**src/rtl/ffa_ram.sv**
```systemverilog
// Generic simple dual-port RAM with one write port and a registered read port.
module ffa_ram #(
	parameter int WIDTH = 8,
	parameter int DEPTH = 256
) (
	input  logic                     clk,
	input  logic                     we,
	input  logic [$clog2(DEPTH)-1:0] waddr,
	input  logic [WIDTH-1:0]         wdata,
	input  logic                     re,
	input  logic [$clog2(DEPTH)-1:0] raddr,
	output logic [WIDTH-1:0]         rdata
);

	logic [WIDTH-1:0] mem_q [DEPTH];

	always_ff @(posedge clk) begin
		if (we) begin
			mem_q[waddr] <= wdata;
		end
		if (re) begin
			rdata <= mem_q[raddr];
		end
	end

endmodule

```
**config.mk**
```make
export PLATFORM = sky130hd
export DESIGN_NAME = ffa_ram
export DESIGN_NICKNAME = d
export VERILOG_FILES = /design/src/rtl/ffa_ram.sv
export SDC_FILE = /design/constraint.sdc
export NUM_CORES = 2
export LEC_CHECK = 0
export BUFFER_PORTS_ARGS = -buffer_cell sky130_fd_sc_hd__buf_2
export CAP_MARGIN = 5
export CORE_ASPECT_RATIO = 0.7
export CORE_MARGIN = 1
export CORE_UTILIZATION = 35
export DETAILED_ROUTE_END_ITERATION = 6
export PLACE_DENSITY_LB_ADDON = 0.08
export SLEW_MARGIN = 20
export SYNTH_ARGS = -nofsm -noshare
export SYNTH_HDL_FRONTEND = slang
export SYNTH_SLANG_ARGS = --single-unit
```
**constraint.sdc**
```tcl
create_clock -name clk -period 5.4 [get_ports clk]
set_clock_uncertainty 0.1 [all_clocks]
set_input_delay 0.27 -clock clk [delete_from_list [all_inputs] [get_ports clk]]
set_output_delay 0.27 -clock clk [all_outputs]
set_load 0.02 [all_outputs]
```
==> impl_metrics.py <==
metrics = {
    "power": {
        "power_density_nw_per_um2": 369,
        "pwr-share-comb_pct": 5.2,
        "seqPwrFrac_pct": 52.7,
        "total_power_mw": 33.4,
        "switching_share_pct": 21.8,
        "irDropWorstVdd_mv": 0.248,
        "p_switching_mw": 7.29,
        "leakage_nw": 27.6,
        "p_int_mw": 26.1,
        "p_clk_share_pct": 42.1,
    },
    "cells_and_area": {
        "n_fill_cell": 20200,
        "multi_input_area_um2": 16600,
        "layout_common_cells": "edfxtp_1 (2,056), mux4_2 (454), nor2_1 (271)",
        "area_growth_pct": 13.6,
        "final_cells": 7109,
        "drive_gt1_share_pct": 23.6,
        "stdcell_area_um2": 90500,
        "seq_area_um2": 61700,
        "layout.nets": 3948,
        "mostFrequentLayoutCell": "edfxtp_1",
        "final_core_util_pct": 40.0,
    },
    "drt": {
        "drt_iter0_markers": 4121,
        "avgViaCountPerCell": 5.48,
        "postRouteAntennaNets": 0,
        "totalWireLength_um": 234000,
        "wl_per_cell_um": 32.9,
        "drc": 0,
        "via_count": 38900,
        "first_pass_iters": 7,
    },
    "floorplanning": {
        "io_pins": 35,
        "initial_core_util_pct": 35.2,
        "die_h_um": 401,
        "rows": 146,
        "die_area_um2": 229000,
        "core-area_um2": 226000,
        "fp.dieW_um": 572,
    },
    "synth": {
        "synth_edf_count": 2056,
        "synth_area_um2": 79600,
        "avgSynthCellArea_um2": 21.3,
        "synthesis.nets": 3760,
        "synth_compound_area_share_pct": 3.42,
        "ys_ff_latch": 2056,
        "yosysSeqAreaShare_pct": 77.5,
        "synthMuxAreaShare_pct": 14.6,
        "yosys.area.top_type": "edfxtp_1",
        "synthTopCellsByArea": "edfxtp_1 (78%), mux4_2 (13%), mux2i_1 (1.7%)",
        "synth_top_family_by_area": "multiplexers",
        "yosys.area_share.simple_pct": 2.63,
        "synth-main-ff-cell": "edfxtp_1",
        "synthCells": 3733,
        "synth_top_area_share_pct": 77.5,
        "synth_fa_ha_area_share_pct": 0,
        "synthXorXnorAreaFrac_pct": 0,
        "yosysWarnings": 0,
        "synthArstFlopShare_pct": 0,
        "synth_cell_type_count": 54,
    },
    "sta": {
        "hold_ws_ns": 0.144,
        "grt_setup_unrepaired": "false",
        "finalWorstPathRequiredPeriod_ns": 3.33,
        "slew_viol_final": 0,
        "fin_crit_sh_pct": 61.6,
        "setup-tns-final_ns": 0,
        "finalSetupViolations": 0,
        "max_slew.worst_pin.slew_ns": 1.19,
        "slew_headroom_pct": 20.4,
        "fmax_mhz": 300,
        "setup_slack_ns": 2.07,
        "hold_viol": 0,
    },
    "critical_path": {
        "critPathMaxStageDelay_ns": 0.84,
        "critPathBufInv": 4,
        "cp_slowest_cell": "and2_2",
        "crit_path_end_kind": "register",
        "arrival_ns": 3.91,
        "crit_type": "in -> reg",
        "crit_required_ns": 5.98,
        "crit_chain": "buf_2, buf_4, and2_2, buf_4, a22oi_1, a21oi_1, nor4_1, buf_4, nor4_2",
        "critPathLaunchType": "input port",
        "path_max_fanout": 24,
        "path_delay_family": "buffers and inverters",
        "cpMostUsedCell": "buf_4",
    },
    "clocking": {
        "tritoncts": "done",
        "clk_latency_ns": 0.87,
        "clock_sinks": 2056,
        "cts_max_level": 4,
        "cts_buffer_depth": 4,
        "cts.clk_slew.worst_paths_ns": 0.06,
        "numCtsBuffers": 208,
        "root_buffer": "clkbuf_16",
    },
    "placement": {
        "pre_cts_slack_ns": 1.31,
        "hpwl_um": 145000,
        "gp_congestion": 0.792,
        "dp.cells": 6736,
        "placed_area_um2": 84000,
        "port_buffers": 34,
    },
    "global_routing": {
        "grt_pass1_vias": 39000,
        "grt_util_all_layers_pct": 20.3,
        "grt_pass1_wl_um": 325000,
        "antenna_found_initial": 16,
        "grt_max_degree": 141,
        "grt_overflow": 0,
    },
    "hold_path": {
        "worstHoldPathType": "in -> reg",
    },
    "outcome": {
        "outcome": "finished, final reports clean",
    },
    "job": {
        "drv_cap": 0,
    },
}
## Yosys cell counts (all sizes together), types with 10 or more instances
cell	count
buf	122
o21ai	12
nand3	34
a21oi	96
nor2	282
nand2	33
edfxtp	2056
clkbuf	111
nand4	10
nor4	27
o211ai	10
nor2b	31
nor3	22
mux4	456
a22oi	133
a211oi	16
mux2i	134
o221ai	47
a221oi	14
o22ai	28
## sequential cells by signal, summed over array words and instances, names as in the netlist
register,cells
rdata,8
mem_q,2048
## what timing repair did
item | CTS | global route
resized for setup | 0 | 0
hold endpoints to repair | 701 | 0
buffers inserted | 0 | 0
hold buffers | 9 | 0
setup endpoints to repair | 0 | 0
## kinds of logic (layout without fill, tap and decap cells)
group | Yosys count | after routing
AOI/OAI and AO/OA | 385 | 385
buffers and inverters | 235 | 572
DFF | 2056 | 2056
muxes | 591 | 591
other | 0 | 5
and+or+nand+nor | 466 | 466
## power groups by stage
stage | Combinational, mW | Sequential [mW] | Clock, mW
6_report | 1.72 | 17.6 | 14.1
5_1_grt | 1.83 | 17.6 | 14.9
2_1_floorplan | 0.855 | 18.0 | 0
4_1_cts | 1.75 | 17.6 | 14.4
3_5_place_dp | 1.74 | 18.0 | 0
3_3_place_gp | 1.74 | 18.0 | 0
## worst register-to-register path: cells and delay by family (launching register included)
family,cells,cell delay (ns)
buf+inv,1,0.22
simple gates,2,0.42
flops,1,0.33
mux,1,0.25
compound gates,3,1.59
## layout make-up
class	count	area share [%]
Tap cell	3034	4.20
Clock inverter	100	1.00
Multi-Input combinational cell	1442	18.3
Antenna cell	5	0.0138
Timing Repair Buffer	211	2.16
Inverter	2	0.00830
Clock buffer	259	6.08
Sequential cell	2056	68.2
## per-layer routing
metal / routed length [um] / global-route usage [%] / vias to the layer above / share of wire [%]
li1: - / - / 16100 / -
met1: 113000 / 32.2 / 21200 / 48
met2: 98100 / 28.2 / 1341 / 42
met3: 18100 / 4.89 / 262 / 7.8
met4: 4360 / 4.09 / 0 / 1.9
met5: 0 / 0 / - / 0
## path summary, 6_finish.rpt
| kind | slack (ns) | from | cells past startpoint | to |
|---|---|---|---|---|
| worst max-delay path | 2.07 | raddr[4] | 9 | rdata[2]$_DFFE_PP_ |
| worst max register to register | 2.32 | mem_q[173][2]$_DFFE_PP_ | 7 | rdata[2]$_DFFE_PP_ |
| worst min-delay path | 0.14 | waddr[2] | 3 | mem_q[156][3]$_DFFE_PP_ |
| worst min register to register | 1.10 | mem_q[51][2]$_DFFE_PP_ | 6 | rdata[2]$_DFFE_PP_ |
Note: power is estimated with default switching activity, not from simulation.
