<file path="src/rtl/ffa_pkg.sv">
// Shared constants and types of the first-fit heap allocator.
package ffa_pkg;

	localparam int ARENA_BYTES  = 4096;
	localparam int HEADER_BYTES = 17;
	localparam int MIN_PAYLOAD  = 24;

	localparam int ADDR_W  = $clog2(ARENA_BYTES);
	localparam int END_W   = ADDR_W + 1;
	localparam int CAP_W   = ADDR_W;
	localparam int SIZE_W  = 16;
	localparam int SPLIT_W = SIZE_W + 1;

	localparam logic REQ_ALLOC = 1'b0;
	localparam logic REQ_FREE  = 1'b1;

	typedef struct packed {
		logic [CAP_W-1:0] cap;
		logic             free;
	} hdr_t;

	localparam int HDR_W = $bits(hdr_t);

	typedef struct packed {
		logic              we;
		logic [ADDR_W-1:0] waddr;
		hdr_t              wdata;
		logic              re;
		logic [ADDR_W-1:0] raddr;
	} mem_req_t;

	typedef struct packed {
		logic              ok;
		logic [ADDR_W-1:0] addr;
	} res_t;

endpackage

</file>
<file path="src/rtl/ffa_walk.sv">
// Request sequencer: header clearing pass, block walk, merging, splitting and freeing.
module ffa_walk import ffa_pkg::*; (
	input  logic              clk,
	input  logic              arst_n,
	input  logic              in_valid,
	output logic              in_ready,
	input  logic              req_type,
	input  logic [SIZE_W-1:0] alloc_size,
	input  logic [ADDR_W-1:0] free_addr,
	output mem_req_t          mem,
	input  logic [HDR_W-1:0]  rdata,
	output logic              res_valid,
	input  logic              res_ready,
	output res_t              res
);

	typedef enum logic [6:0] {
		ST_CLEAR  = 7'b0000001,
		ST_IDLE   = 7'b0000010,
		ST_HDR    = 7'b0000100,
		ST_MERGE  = 7'b0001000,
		ST_DECIDE = 7'b0010000,
		ST_SPLIT  = 7'b0100000,
		ST_DONE   = 7'b1000000
	} state_t;

	state_t            state_q, state_d;
	logic [ADDR_W-1:0] clr_q, clr_d;
	logic              mode_q, mode_d;
	logic [SIZE_W-1:0] size_q, size_d;
	logic [ADDR_W-1:0] cur_q, cur_d;
	logic [CAP_W-1:0]  cap_q, cap_d;
	logic              hfree_q, hfree_d;
	logic [ADDR_W-1:0] nxt_q, nxt_d;
	res_t              res_q, res_d;

	hdr_t              rd;
	logic [END_W-1:0]  end_cur;
	logic [END_W-1:0]  end_rd;
	logic [END_W-1:0]  end_nxt;
	logic [END_W-1:0]  merged;
	logic              hfree_rd;

	assign rd       = rdata;
	assign end_cur  = END_W'(cur_q) + END_W'(HEADER_BYTES) + END_W'(cap_q);
	assign end_rd   = END_W'(cur_q) + END_W'(HEADER_BYTES) + END_W'(rd.cap);
	assign end_nxt  = END_W'(nxt_q) + END_W'(HEADER_BYTES) + END_W'(rd.cap);
	assign merged   = END_W'(cap_q) + END_W'(HEADER_BYTES) + END_W'(rd.cap);
	assign hfree_rd = rd.free | (mode_q == REQ_FREE);
	assign res      = res_q;

	always_comb begin
		state_d   = state_q;
		clr_d     = clr_q;
		mode_d    = mode_q;
		size_d    = size_q;
		cur_d     = cur_q;
		cap_d     = cap_q;
		hfree_d   = hfree_q;
		nxt_d     = nxt_q;
		res_d     = res_q;
		mem       = '0;
		in_ready  = 1'b0;
		res_valid = 1'b0;
		case (state_q)
			ST_CLEAR: begin
				mem.we    = 1'b1;
				mem.waddr = clr_q;
				if (clr_q == '0) begin
					mem.wdata.cap  = CAP_W'(ARENA_BYTES - HEADER_BYTES);
					mem.wdata.free = 1'b1;
				end
				clr_d = clr_q + ADDR_W'(1);
				if (clr_q == '1) begin
					state_d = ST_IDLE;
				end
			end
			ST_IDLE: begin
				in_ready = 1'b1;
				if (in_valid) begin
					mode_d = req_type;
					size_d = (alloc_size < SIZE_W'(MIN_PAYLOAD)) ?
						SIZE_W'(MIN_PAYLOAD) : alloc_size;
					if (req_type == REQ_ALLOC) begin
						cur_d     = '0;
						mem.re    = 1'b1;
						mem.raddr = '0;
						state_d   = ST_HDR;
					end else if (free_addr < ADDR_W'(HEADER_BYTES)) begin
						res_d   = '0;
						state_d = ST_DONE;
					end else begin
						cur_d     = free_addr - ADDR_W'(HEADER_BYTES);
						mem.re    = 1'b1;
						mem.raddr = free_addr - ADDR_W'(HEADER_BYTES);
						state_d   = ST_HDR;
					end
				end
			end
			ST_HDR: begin
				cap_d   = rd.cap;
				hfree_d = hfree_rd;
				if (rd.cap == '0) begin
					res_d   = '0;
					state_d = ST_DONE;
				end else if (hfree_rd && end_rd < END_W'(ARENA_BYTES)) begin
					mem.re    = 1'b1;
					mem.raddr = end_rd[ADDR_W-1:0];
					nxt_d     = end_rd[ADDR_W-1:0];
					state_d   = ST_MERGE;
				end else begin
					state_d = ST_DECIDE;
				end
			end
			ST_MERGE: begin
				if (rd.cap != '0 && rd.free) begin
					cap_d     = merged[CAP_W-1:0];
					mem.we    = 1'b1;
					mem.waddr = nxt_q;
					if (end_nxt < END_W'(ARENA_BYTES)) begin
						mem.re    = 1'b1;
						mem.raddr = end_nxt[ADDR_W-1:0];
						nxt_d     = end_nxt[ADDR_W-1:0];
					end else begin
						state_d = ST_DECIDE;
					end
				end else begin
					state_d = ST_DECIDE;
				end
			end
			ST_DECIDE: begin
				if (mode_q == REQ_FREE) begin
					mem.we         = 1'b1;
					mem.waddr      = cur_q;
					mem.wdata.cap  = cap_q;
					mem.wdata.free = 1'b1;
					res_d.ok       = 1'b1;
					res_d.addr     = '0;
					state_d        = ST_DONE;
				end else if (hfree_q && SIZE_W'(cap_q) >= size_q) begin
					mem.we     = 1'b1;
					mem.waddr  = cur_q;
					res_d.ok   = 1'b1;
					res_d.addr = cur_q + ADDR_W'(HEADER_BYTES);
					if (SPLIT_W'(size_q) + SPLIT_W'(HEADER_BYTES + MIN_PAYLOAD)
						<= SPLIT_W'(cap_q)) begin
						mem.wdata.cap = size_q[CAP_W-1:0];
						state_d       = ST_SPLIT;
					end else begin
						mem.wdata.cap = cap_q;
						state_d       = ST_DONE;
					end
				end else begin
					if (hfree_q) begin
						mem.we         = 1'b1;
						mem.waddr      = cur_q;
						mem.wdata.cap  = cap_q;
						mem.wdata.free = 1'b1;
					end
					if (end_cur < END_W'(ARENA_BYTES)) begin
						cur_d     = end_cur[ADDR_W-1:0];
						mem.re    = 1'b1;
						mem.raddr = end_cur[ADDR_W-1:0];
						state_d   = ST_HDR;
					end else begin
						res_d   = '0;
						state_d = ST_DONE;
					end
				end
			end
			ST_SPLIT: begin
				mem.we         = 1'b1;
				mem.waddr      = cur_q + ADDR_W'(HEADER_BYTES) + size_q[ADDR_W-1:0];
				mem.wdata.cap  = cap_q - size_q[CAP_W-1:0] - CAP_W'(HEADER_BYTES);
				mem.wdata.free = 1'b1;
				state_d        = ST_DONE;
			end
			ST_DONE: begin
				res_valid = 1'b1;
				if (res_ready) begin
					state_d = ST_IDLE;
				end
			end
			default: begin
				state_d = ST_CLEAR;
			end
		endcase
	end

	always_ff @(posedge clk or negedge arst_n) begin
		if (!arst_n) begin
			state_q <= ST_CLEAR;
			clr_q   <= '0;
		end else begin
			state_q <= state_d;
			clr_q   <= clr_d;
		end
	end

	always_ff @(posedge clk) begin
		mode_q  <= mode_d;
		size_q  <= size_d;
		cur_q   <= cur_d;
		cap_q   <= cap_d;
		hfree_q <= hfree_d;
		nxt_q   <= nxt_d;
		res_q   <= res_d;
	end

endmodule

</file>
<file path="config.mk">
export PLATFORM = sky130hd
export DESIGN_NAME = ffa_walk
export DESIGN_NICKNAME = d
export VERILOG_FILES = /design/src/rtl/ffa_pkg.sv /design/src/rtl/ffa_walk.sv
export SDC_FILE = /design/constraint.sdc
export NUM_CORES = 1
export LEC_CHECK = 0
export BUFFER_PORTS_ARGS = -buffer_cell sky130_fd_sc_hd__buf_2
export CAP_MARGIN = 20
export CORE_MARGIN = 2
export CORE_UTILIZATION = 45
export CTS_CLUSTER_SIZE = 24
export DETAILED_ROUTE_END_ITERATION = 6
export PLACE_DENSITY_LB_ADDON = 0.1
export REMOVE_ABC_BUFFERS = 1
export SLEW_MARGIN = 15
export SYNTH_ARGS = -nofsm -noshare
export SYNTH_HDL_FRONTEND = slang
export SYNTH_SLANG_ARGS = --single-unit
</file>
<file path="constraint.sdc">
create_clock -name clk -period 8.98 [get_ports clk]
set_input_delay 0 -clock clk [delete_from_list [all_inputs] [get_ports clk]]
set_output_delay 0 -clock clk [all_outputs]
set_load 0.01 [all_outputs]
</file>
==> flow_summary.yaml, run 1 <==
run_status:
  outcome: "completed"
power_and_ir_drop:
  power_density_nw_per_um2: 161.2
  p_leak_nw: 4.648
  ir_drop_v: 0.00009315
  power.total_mw: 1.681
flow_run:
  drv_cap: 0
clock_tree:
  cts_root_buf: "clkbuf_16"
  numCtsBuffers: 9
  h-tree-depth: 3
  cts_sinks: 86
  clk_latency_ns: 0.37
  cts_hold_buf: 18
  cts.repair.resized: 0
  cts_tree: "built"
  post_cts_buffers: 0
  clk_pin_slew_ns: 0.07
  cts_buffer_depth: 2
worst_setup_path:
  crit_required_ns: 8.93
  crit_path_top_delay_cell: "o211ai_1"
  r2r_setup_slack_ns: 4.38
  reg2reg_depth: 11
  crit_chain: "ha_1 > and3_1 > o21ai_0 > xnor2_1 > ha_1 > or3_1 > o2111a_1 > o211ai_1 > a21oi_1 > o211ai_1 > nand2_1"
  cp.arrival_ns: 4.54
  r2r-end: "nxt_q[5]"
  timing.rr.start: "cur_q[0]"
  crit_type: "reg -> reg"
  endpoint_kind: "register"
  startpoint_type: "register"
  max_stage_delay_ns: 0.81
  worst-path-max-fanout: 13
worst_hold_path:
  hp-class: "in -> reg"
  hold_end: "mode_q"
  worstHoldStart: "req_type"
  hold_depth: 1
synth:
  synth.top_cell.area_share: 0.2172
  synth_commonest_cells: "126 x ha_1, 90 x inv_1, 89 x nand2_1"
  ys_async_sr_fraction: 0.2209
  ys_seq_area_frac: 0.2687
  synth-edff-count: 67
  ys_warn_count: 0
  synth_top_area_cell: "edfxtp_1"
  synthFlopType: "edfxtp_1"
  synth_cell_types: 82
  synth_cells: 1069
  synth_area_sq_um: 9263
  ys_seq_elements: 86
  yosysMostFrequentCell: "ha_1"
  avgSynthCellArea_sq_um: 8.665
  synth_area_leaders: "edfxtp_1 22%, ha_1 17%, xnor2_1 5.1%"
route:
  vias: 8522
  first_pass_iters: 6
  drc: 0
  initialDrtViolationCount: 731
  viasPerCell: 5.939
  avgRoutedWirePerCell_microns: 21.15
  drt-total-wl_mm: 30.35
  ant_nets: 0
floorplanning:
  num_io_pins: 100
  num_rows: 52
  die_w_microns: 147.5
  start_util: 0.4578
  die-area_sq_um: 21750
  core_sq_um: 20230
  die_h_microns: 147.5
timing:
  post-route-min-period_ns: 4.595
  finalSetupTns_ns: 0
  hold_ws_ns: 0.02616
  slew-limit-headroom: 0.2527
  slew_violations: 0
  setup_violations: 0
  rsz0062_at_grt: "no"
  skew_ns: 0.01318
  fmax_mhz: 217.6
  hold_viol: 0
  fin_crit_sh: 0.5117
  worst_slew_pin_slew_ns: 1.117
  setup_ws_ns: 4.385
layout:
  fin_area_sq_um: 10430
  final_util: 0.5156
  layout-drive-gt1-share: 0.1322
  fill_cells: 1945
  instances_no_fill: 1435
  areaGrowthSynthToFinish_pct: 12.63
  finish.net_count: 1339
  n_antenna_cell: 0
placed_design:
  preCtsSetupSlack_ns: 4.454
  place_inst: 1400
  port_buffers: 99
  post-dp-hpwl_mm: 24.24
  gp_congestion: 0.9329
  placed_area_sq_um: 9956
global_routing:
  grt_start_max_net_pins: 32
  grt_pass1_vias: 7929
  overflow: 0
  antenna_found_initial: 0
  grt_pass1_wl_mm: 46.01
  grt_usage: 0.2789
## area by class of cell
cell class                      instances  area, sq um  area share
Clock buffer                           11        252.7     0.02423
Clock inverter                          5        38.79    0.003718
Inverter                               90        337.8     0.03238
Multi-Input combinational cell        850         6259      0.5999
Sequential cell                        86         2489      0.2385
Tap cell                              270        337.8     0.03238
Timing Repair Buffer                  123        718.2     0.06884
## where the power goes
group	internal [mW]	leakage (nW)	switching (mW)
combinational	0.300	3.62	0.442
sequential	0.490	0.878	0.0665
clock	0.206	0.146	0.177
## cell families (layout without fill, tap and decap cells)
| kind of cell | Yosys count | in the layout | share of synthesized area |
|---|---|---|---|
| fa+ha+maj | 133 | 133 | 0.1853 |
| simple gates | 337 | 337 | 0.1918 |
| xor+xnor | 91 | 91 | 0.08605 |
| buf+inv | 133 | 229 | 0.05565 |
| flops | 86 | 86 | 0.2687 |
| mux | 5 | 5 | 0.005403 |
| compound gates | 284 | 284 | 0.2071 |
## registers in the layout, indices dropped and copies added, names as in the netlist
| register | count |
|---|---|
| cur_q | 12 |
| state_q | 7 |
| hfree_q | 1 |
| cap_q | 12 |
| clr_q | 12 |
| size_q | 16 |
| nxt_q | 12 |
| res | 13 |
| mode_q | 1 |
## cells in the final DEF (no fill, tap or decap), types with 18 or more instances in the layout
master         instances
nor2b_1               18
inv_1                 90
ha_1                 126
nand2_1               89
edfxtp_1              67
dlygate4sd3_1         18
a21oi_1               57
xor2_1                37
nor3_1                27
xnor2_1               54
dfrtp_1               18
and3_1                19
o21ai_0               80
nor2_1                60
nand3_1               24
buf_2                 99
## worst max path at each step
stage | end | depth (start not counted) | slack (ns) | start
floorplan | cur_q[0] | 12 | 4.63 | cur_q[0]
global placement | nxt_q[0] | 11 | 4.60 | cur_q[0]
detailed placement | nxt_q[4] | 11 | 4.45 | cur_q[0]
CTS | nxt_q[5] | 11 | 4.42 | cur_q[0]
global route | mem[7] | 13 | 3.95 | cur_q[0]
finish | nxt_q[5] | 11 | 4.38 | cur_q[0]
## critical path: cells and delay by family, from the launching register on
| family | cells | cell delay [ns] |
|---|---|---|
| AOI/OAI and AO/OA | 5 | 1.68 |
| xor gates and xnor gates | 1 | 0.22 |
| and+or+nand+nor | 3 | 1.24 |
| DFF | 1 | 0.49 |
| adders and majority gates | 2 | 0.54 |
## per-layer routing
metal,wire [microns],vias up,track usage,part of all wire
met5,0,-,0,0
met4,666,0,0.07163,0.022
met3,2366,36,0.06420,0.078
met2,13310,336,0.4346,0.44
met1,14010,4004,0.3922,0.46
li1,-,4146,-,-
Power figures use the tool's default switching activity.
==> run 2, diff against run 1 <==
--- a/config.mk
+++ b/config.mk
@@ -5,6 +5,7 @@
 export SDC_FILE = /design/constraint.sdc
 export NUM_CORES = 1
 export LEC_CHECK = 0
+export ABC_AREA = 1
 export BUFFER_PORTS_ARGS = -buffer_cell sky130_fd_sc_hd__buf_2
 export CAP_MARGIN = 20
 export CORE_MARGIN = 2
==> constraint.sdc (replaced) <==
create_clock -name clk -period 4.04 [get_ports clk]
set_input_delay 0 -clock clk [delete_from_list [all_inputs] [get_ports clk]]
set_output_delay 0 -clock clk [all_outputs]
set_load 0.01 [all_outputs]
==> run 2 against run 1 <==
- global-route usage increased by 2.5 points
- synthesized cell count increased by 27%
- non-clock buffer count increased by 15
- area after synthesis increased by 5.7%
- die area increased by 5.5%
- power increased by 100%
- utilization increased by 1.2 points
- clock power increased by 130%
- critical path depth increased by 5
- critical endpoint is now mem[22]
- highest routed layer unchanged
==> flow_summary.yaml, run 2 <==
run_status:
  outcome: "completed"
layout:
  regMostFlops: "size_q"
  layout-drive-gt1-share: 0.1336
  areaGrowthSynthToFinish_pct: 14.14
  n_antenna_cell: 0
  final_common_cell: "nand2_1"
  instances_no_fill: 1757
  fin_area_sq_um: 11170
  layout_common_cells: "303 x nand2_1, 196 x inv_1, 126 x ha_1, 104 x nor2_1, 99 x buf_2"
  largest_reg_flops: 16
  finish.net_count: 1656
timing:
  hold_viol: 0
  skew_ns: 0.01683
  finalSetupTns_ns: 0
  slew-limit-headroom: 0.2157
  post-route-min-period_ns: 3.786
  fmax_mhz: 264.1
  rsz0062_at_grt: "no"
  setup_violations: 0
  fin_crit_sh: 0.9372
  worst_slew_pin_slew_ns: 1.168
  hold_ws_ns: 0.02286
  slew_violations: 0
worst_setup_path:
  endpoint_kind: "output port"
  timing.rr.start: "cur_q[0]"
  critPathMostFrequentCell: "nand2_1"
  cp-startpoint: "size_q[3]"
  r2r-end: "cur_q[4]"
  reg2reg_depth: 20
  crit_path_top_delay_cell: "edfxtp_1"
  crit_required_ns: 4.04
  startpoint_type: "register"
  r2r_setup_slack_ns: 0.43
  crit_chain: "inv_2 > nand2_1 > nand2_1 > nand2_2 > nand2_1 > nor3_1 > xor2_1 > ha_1 > nand2_1 > or4_1 > nand2_2 > nand2_4 > inv_2 > a21oi_1 > o21bai_1 > buf_2"
  max_stage_delay_ns: 0.61
  worst-path-max-fanout: 18
  crit_type: "reg -> out"
  cp.arrival_ns: 3.79
clock_tree:
  clk_pin_slew_ns: 0.09
  h-tree-depth: 3
  cts_root_buf: "clkbuf_16"
  cts_buffer_depth: 2
  cts_sinks: 86
  numCtsBuffers: 9
  clk_latency_ns: 0.37
  cts_tree: "built"
synth:
  ys_seq_elements: 86
  synth_top_area_cell: "edfxtp_1"
  synth.top_cell.area_share: 0.2056
  yosysMostFrequentCell: "nand2_1"
  synthFlopType: "edfxtp_1"
  synth_area_sq_um: 9787
  synth-edff-count: 67
  synth_area_leaders: "edfxtp_1 21%, ha_1 16%, nand2_1 12%"
  synth_commonest_cells: "303 x nand2_1, 196 x inv_1, 126 x ha_1"
  synth_cell_types: 59
  ys_async_sr_fraction: 0.2209
  ys_seq_area_frac: 0.2543
  ys_warn_count: 0
  avgSynthCellArea_sq_um: 7.196
  synth_cells: 1360
global_routing:
  grt_start_max_net_pins: 30
  antenna_found_initial: 0
  grt_pass1_vias: 9232
  grt_usage: 0.3037
  overflow: 0
  grt_pass1_wl_mm: 51.86
route:
  vias: 9786
  drc: 0
  first_pass_iters: 5
  drt-total-wl_mm: 34.07
  avgRoutedWirePerCell_microns: 19.39
  viasPerCell: 5.570
  initialDrtViolationCount: 745
  ant_nets: 0
floorplanning:
  die_w_microns: 151.5
  core_sq_um: 21150
  die_h_microns: 151.5
  num_io_pins: 100
  num_rows: 53
  die-area_sq_um: 22940
  start_util: 0.4626
placed_design:
  placed_area_sq_um: 10600
  post-dp-hpwl_mm: 27.85
  port_buffers: 99
  gp_congestion: 0.9819
  place_inst: 1716
power_and_ir_drop:
  power_density_nw_per_um2: 304.9
  p_leak_nw: 5.507
  ir_drop_v: 0.0001688
  power.total_mw: 3.406
worst_hold_path:
  hold_depth: 3
  hp-class: "in -> reg"
  worstHoldStart: "rdata[1]"
  hold_end: "cap_q[0]"
flow_run:
  drv_cap: 0
[run 2: logic make-up (layout without fill, tap and decap cells)]
family / Yosys count / in the layout / share of synthesized area
muxes: 1 / 1 / 0.001023
xor gates and xnor gates: 58 / 58 / 0.05267
DFF: 86 / 86 / 0.2543
AOI/OAI and AO/OA: 249 / 249 / 0.1500
adders and majority gates: 133 / 133 / 0.1754
and+or+nand+nor: 592 / 592 / 0.2719
buffers and inverters: 241 / 363 / 0.09473
[run 2: area by class of cell]
cell class | count | area [sq um]
Sequential cell | 86 | 2489
Clock buffer | 9 | 225.2
Tap cell | 275 | 344.1
Timing Repair Buffer | 138 | 840.8
Multi-Input combinational cell | 1033 | 6416
Clock inverter | 7 | 71.32
Fill cell | 2126 | 9983
Inverter | 209 | 784.5
[run 2: worst max path at each step]
| stage | to | depth (start not counted) |
|---|---|---|
| 2_1_floorplan | res[0] | 18 |
| 3_3_place_gp | nxt_q[0] | 16 |
| 3_5_place_dp | nxt_q[0] | 16 |
| 4_1_cts | mem[1] | 18 |
| 5_1_grt | mem[7] | 21 |
| 6_report | mem[22] | 16 |
[run 2: routing by layer]
layer | track usage | vias to the layer above | share of wire
li1 | - | 4813 | -
met1 | 0.4256 | 4548 | 0.46
met2 | 0.4819 | 370 | 0.44
met3 | 0.05299 | 55 | 0.077
met4 | 0.08598 | 0 | 0.025
met5 | 0 | - | 0
[run 2: through the flow]
step / setup slack (ns) / util
after floorplan: 0.8116 / -
after global placement: 0.2927 / 0.5010
after detailed placement: 0.1249 / 0.5010
after CTS: 0.07497 / 0.5253
after global routing: 0.01201 / 0.5281
final: 0.2537 / 0.5281
[run 2: worst max-delay path, delay by kind of cell (launching register included)]
family                     cells  cell delay [ns]
buffers and inverters          3             0.49
and+or+nand+nor                9             1.57
DFF                            1             0.61
xor gates and xnor gates       1             0.11
adders and majority gates      1             0.31
AOI/OAI and AO/OA              2             0.31
[run 2: report_power, final]
| part | internal [mW] | leakage [nW] | switching, mW | total, mW |
|---|---|---|---|---|
| clock | 0.440 | 0.148 | 0.436 | 0.876 |
| sequential | 1.08 | 0.839 | 0.0897 | 1.17 |
| combinational | 0.484 | 4.52 | 0.879 | 1.36 |
| total | 2.00 | 5.51 | 1.40 | 3.41 |
[run 2: what timing repair did]
item | CTS | global route
endpoints found under the hold margin | 39 | 0
gates resized for setup | 1 | 5
setup buffers | 0 | 4
pin swaps | 0 | 1
endpoints found under the setup margin | 1 | 51
hold buffers | 21 | 0
==> run 3, diff against run 2 <==
--- a/config.mk
+++ b/config.mk
@@ -10,8 +10,10 @@
 export CAP_MARGIN = 20
 export CORE_MARGIN = 2
 export CORE_UTILIZATION = 45
+export CTS_CLUSTER_DIAMETER = 100
 export CTS_CLUSTER_SIZE = 24
 export DETAILED_ROUTE_END_ITERATION = 6
+export HOLD_SLACK_MARGIN = 0.08
 export PLACE_DENSITY_LB_ADDON = 0.1
 export REMOVE_ABC_BUFFERS = 1
 export SLEW_MARGIN = 15
==> constraint.sdc (replaced) <==
create_clock -name clk -period 4.6 [get_ports clk]
set_input_delay 0 -clock clk [delete_from_list [all_inputs] [get_ports clk]]
set_output_delay 0 -clock clk [all_outputs]
set_load 0.01 [all_outputs]
==> run 3 against run 2 <==
- first-iteration DRC count increased by 3.1%
- clock-buffer cell count unchanged
- sequential share of layout area increased by 0.068 points
- non-clock buffer count decreased by 3
- wire length decreased by 1.7%
- flip-flop and latch count unchanged
- die area unchanged
- sequential power decreased by 12%
- worst setup slack improved by 0.24 ns
- via count about the same
- hold slack improved by 0.060 ns
- critical path type unchanged
==> flow_summary.yaml, run 3 (synthesized netlist as in run 2, its figures left out) <==
global_routing:
  grt_pass1_vias: 8942
  grt_pass1_wl_mm: 50.65
  grt_usage: 0.2966
  overflow: 0
  grt_start_max_net_pins: 30
  antenna_found_initial: 0
placed_design:
  gp_congestion: 0.9483
  post-dp-hpwl_mm: 27.32
  preCtsSetupSlack_ns: 0.7466
  port_buffers: 99
timing:
  hold_ws_ns: 0.08320
  post-route-min-period_ns: 4.111
  hold_viol: 0
  fmax_mhz: 243.3
  finalSetupTns_ns: 0
  skew_ns: 0.02099
  setup_ws_ns: 0.4895
  rsz0062_at_grt: "no"
  slew_violations: 0
  fin_crit_sh: 0.8936
  worst_slew_pin_slew_ns: 0.9113
  slew-limit-headroom: 0.3918
  setup_violations: 0
worst_setup_path:
  critPathMostFrequentCell: "nand2_1"
  worst-path-max-fanout: 9
  cp.arrival_ns: 4.11
  endpoint_kind: "output port"
  crit_type: "reg -> out"
  max_stage_delay_ns: 0.42
  startpoint_type: "register"
  reg2reg_depth: 18
  crit_path_top_delay_cell: "xor2_1"
  crit_required_ns: 4.60
  crit_chain: "ha_1 > nand2_1 > o21ai_0 > nand2_1 > nor3_1 > nand2_1 > xor2_1 > ha_1 > nand2_1 > nor2_1 > nand3_1 > nand4_1 > xor2_1 > nor2_4 > nand2_2 > or2_1 > o2111ai_1 > buf_2"
layout:
  regMostFlops: "size_q"
  layout-drive-gt1-share: 0.1224
  areaGrowthSynthToFinish_pct: 13.79
  largest_reg_flops: 16
  n_antenna_cell: 0
  layout_common_cells: "303 x nand2_1, 196 x inv_1, 126 x ha_1, 104 x nor2_1, 99 x buf_2"
  finish.net_count: 1653
  final_common_cell: "nand2_1"
floorplanning:
  die_h_microns: 151.5
  die_w_microns: 151.5
  start_util: 0.4626
  die-area_sq_um: 22940
  num_io_pins: 100
  num_rows: 53
  core_sq_um: 21150
route:
  drc: 0
  avgRoutedWirePerCell_microns: 19.10
  initialDrtViolationCount: 768
  dr_wl_met2_mm: 14.92
  vias: 9793
  first_pass_iters: 5
  ant_nets: 0
  top_layer: "met4"
  met3WireLength_mm: 2.215
  wl_met1_mm: 15.88
  drt-total-wl_mm: 33.50
  viasPerCell: 5.583
power_and_ir_drop:
  power_density_nw_per_um2: 268.0
  ir_drop_v: 0.0001692
  p_leak_nw: 5.480
flow_run:
  drv_cap: 0
clock_tree:
  clk_latency_ns: 0.37
  cts.repair.resized: 0
  cts_root_buf: "clkbuf_16"
  clk_pin_slew_ns: 0.08
  cts_sinks: 86
  numCtsBuffers: 9
  post_cts_buffers: 0
  h-tree-depth: 3
  cts_buffer_depth: 2
  cts_tree: "built"
worst_hold_path:
  hp-class: "in -> reg"
  hold_depth: 3
run_status:
  outcome: "completed"
run 3: worst max-delay path, delay by kind of cell (launching register included):
family / cells / cell delay, ns
AO/OA/AOI/OAI: 2 / 0.45
AND/OR/NAND/NOR: 11 / 1.50
adder cells (fa/ha/maj): 2 / 0.56
flip-flops: 1 / 0.39
buffers and inverters: 1 / 0.21
XOR/XNOR: 2 / 0.61
run 3: path summary, 6_finish.rpt:
kind                               to      start  slack (ns)
setup / recovery               mem[1]   cur_q[1]        0.49
setup reg to reg               res[3]   cur_q[1]        0.64
max in group asynchronous  state_q[0]     arst_n        4.15
min in group asynchronous    clr_q[9]     arst_n        0.09
hold / removal               cap_q[6]   rdata[7]        0.08
hold reg to reg             clr_q[10]  clr_q[10]        0.54
run 3: area by class of cell:
| cell class | instances | area, sq um |
|---|---|---|
| Fill cell | 2129 | 10020 |
| Timing Repair Buffer | 135 | 835.8 |
| Inverter | 209 | 784.5 |
| Tap cell | 275 | 344.1 |
| Clock buffer | 9 | 225.2 |
| Multi-Input combinational cell | 1033 | 6380 |
| Sequential cell | 86 | 2489 |
| Clock inverter | 7 | 78.83 |
run 3: routing by layer:
layer	track usage	vias to the layer above
li1	-	4823
met1	0.4336	4606
met2	0.4731	341
met3	0.03563	23
met4	0.05935	0
met5	0	-
run 3: timing repair:
action | 4_1_cts | 5_1_grt
endpoints found under the setup margin | 0 | 0
endpoints found under the hold margin | 47 | 0
hold buffers | 29 | 0
run 3: through the flow:
stage / total power [mW] / utilization / area (sq um) / std cells
CTS: 2.980 / 0.5262 / 11130 / 1753
floorplan: 1.806 / - / 9644 / 1328
detailed placement: 2.196 / 0.4981 / 10540 / 1708
finish: 2.985 / 0.5265 / 11140 / 1754
global route: 3.162 / 0.5265 / 11140 / 1754
global placement: 2.188 / 0.4981 / 10540 / 1708
run 3: power by group:
| part | switching, mW | total (mW) | internal, mW |
|---|---|---|---|
| combinational | 0.771 | 1.19 | 0.420 |
| clock | 0.383 | 0.769 | 0.386 |
| sequential | 0.0793 | 1.03 | 0.947 |
| total | 1.23 | 2.99 | 1.75 |
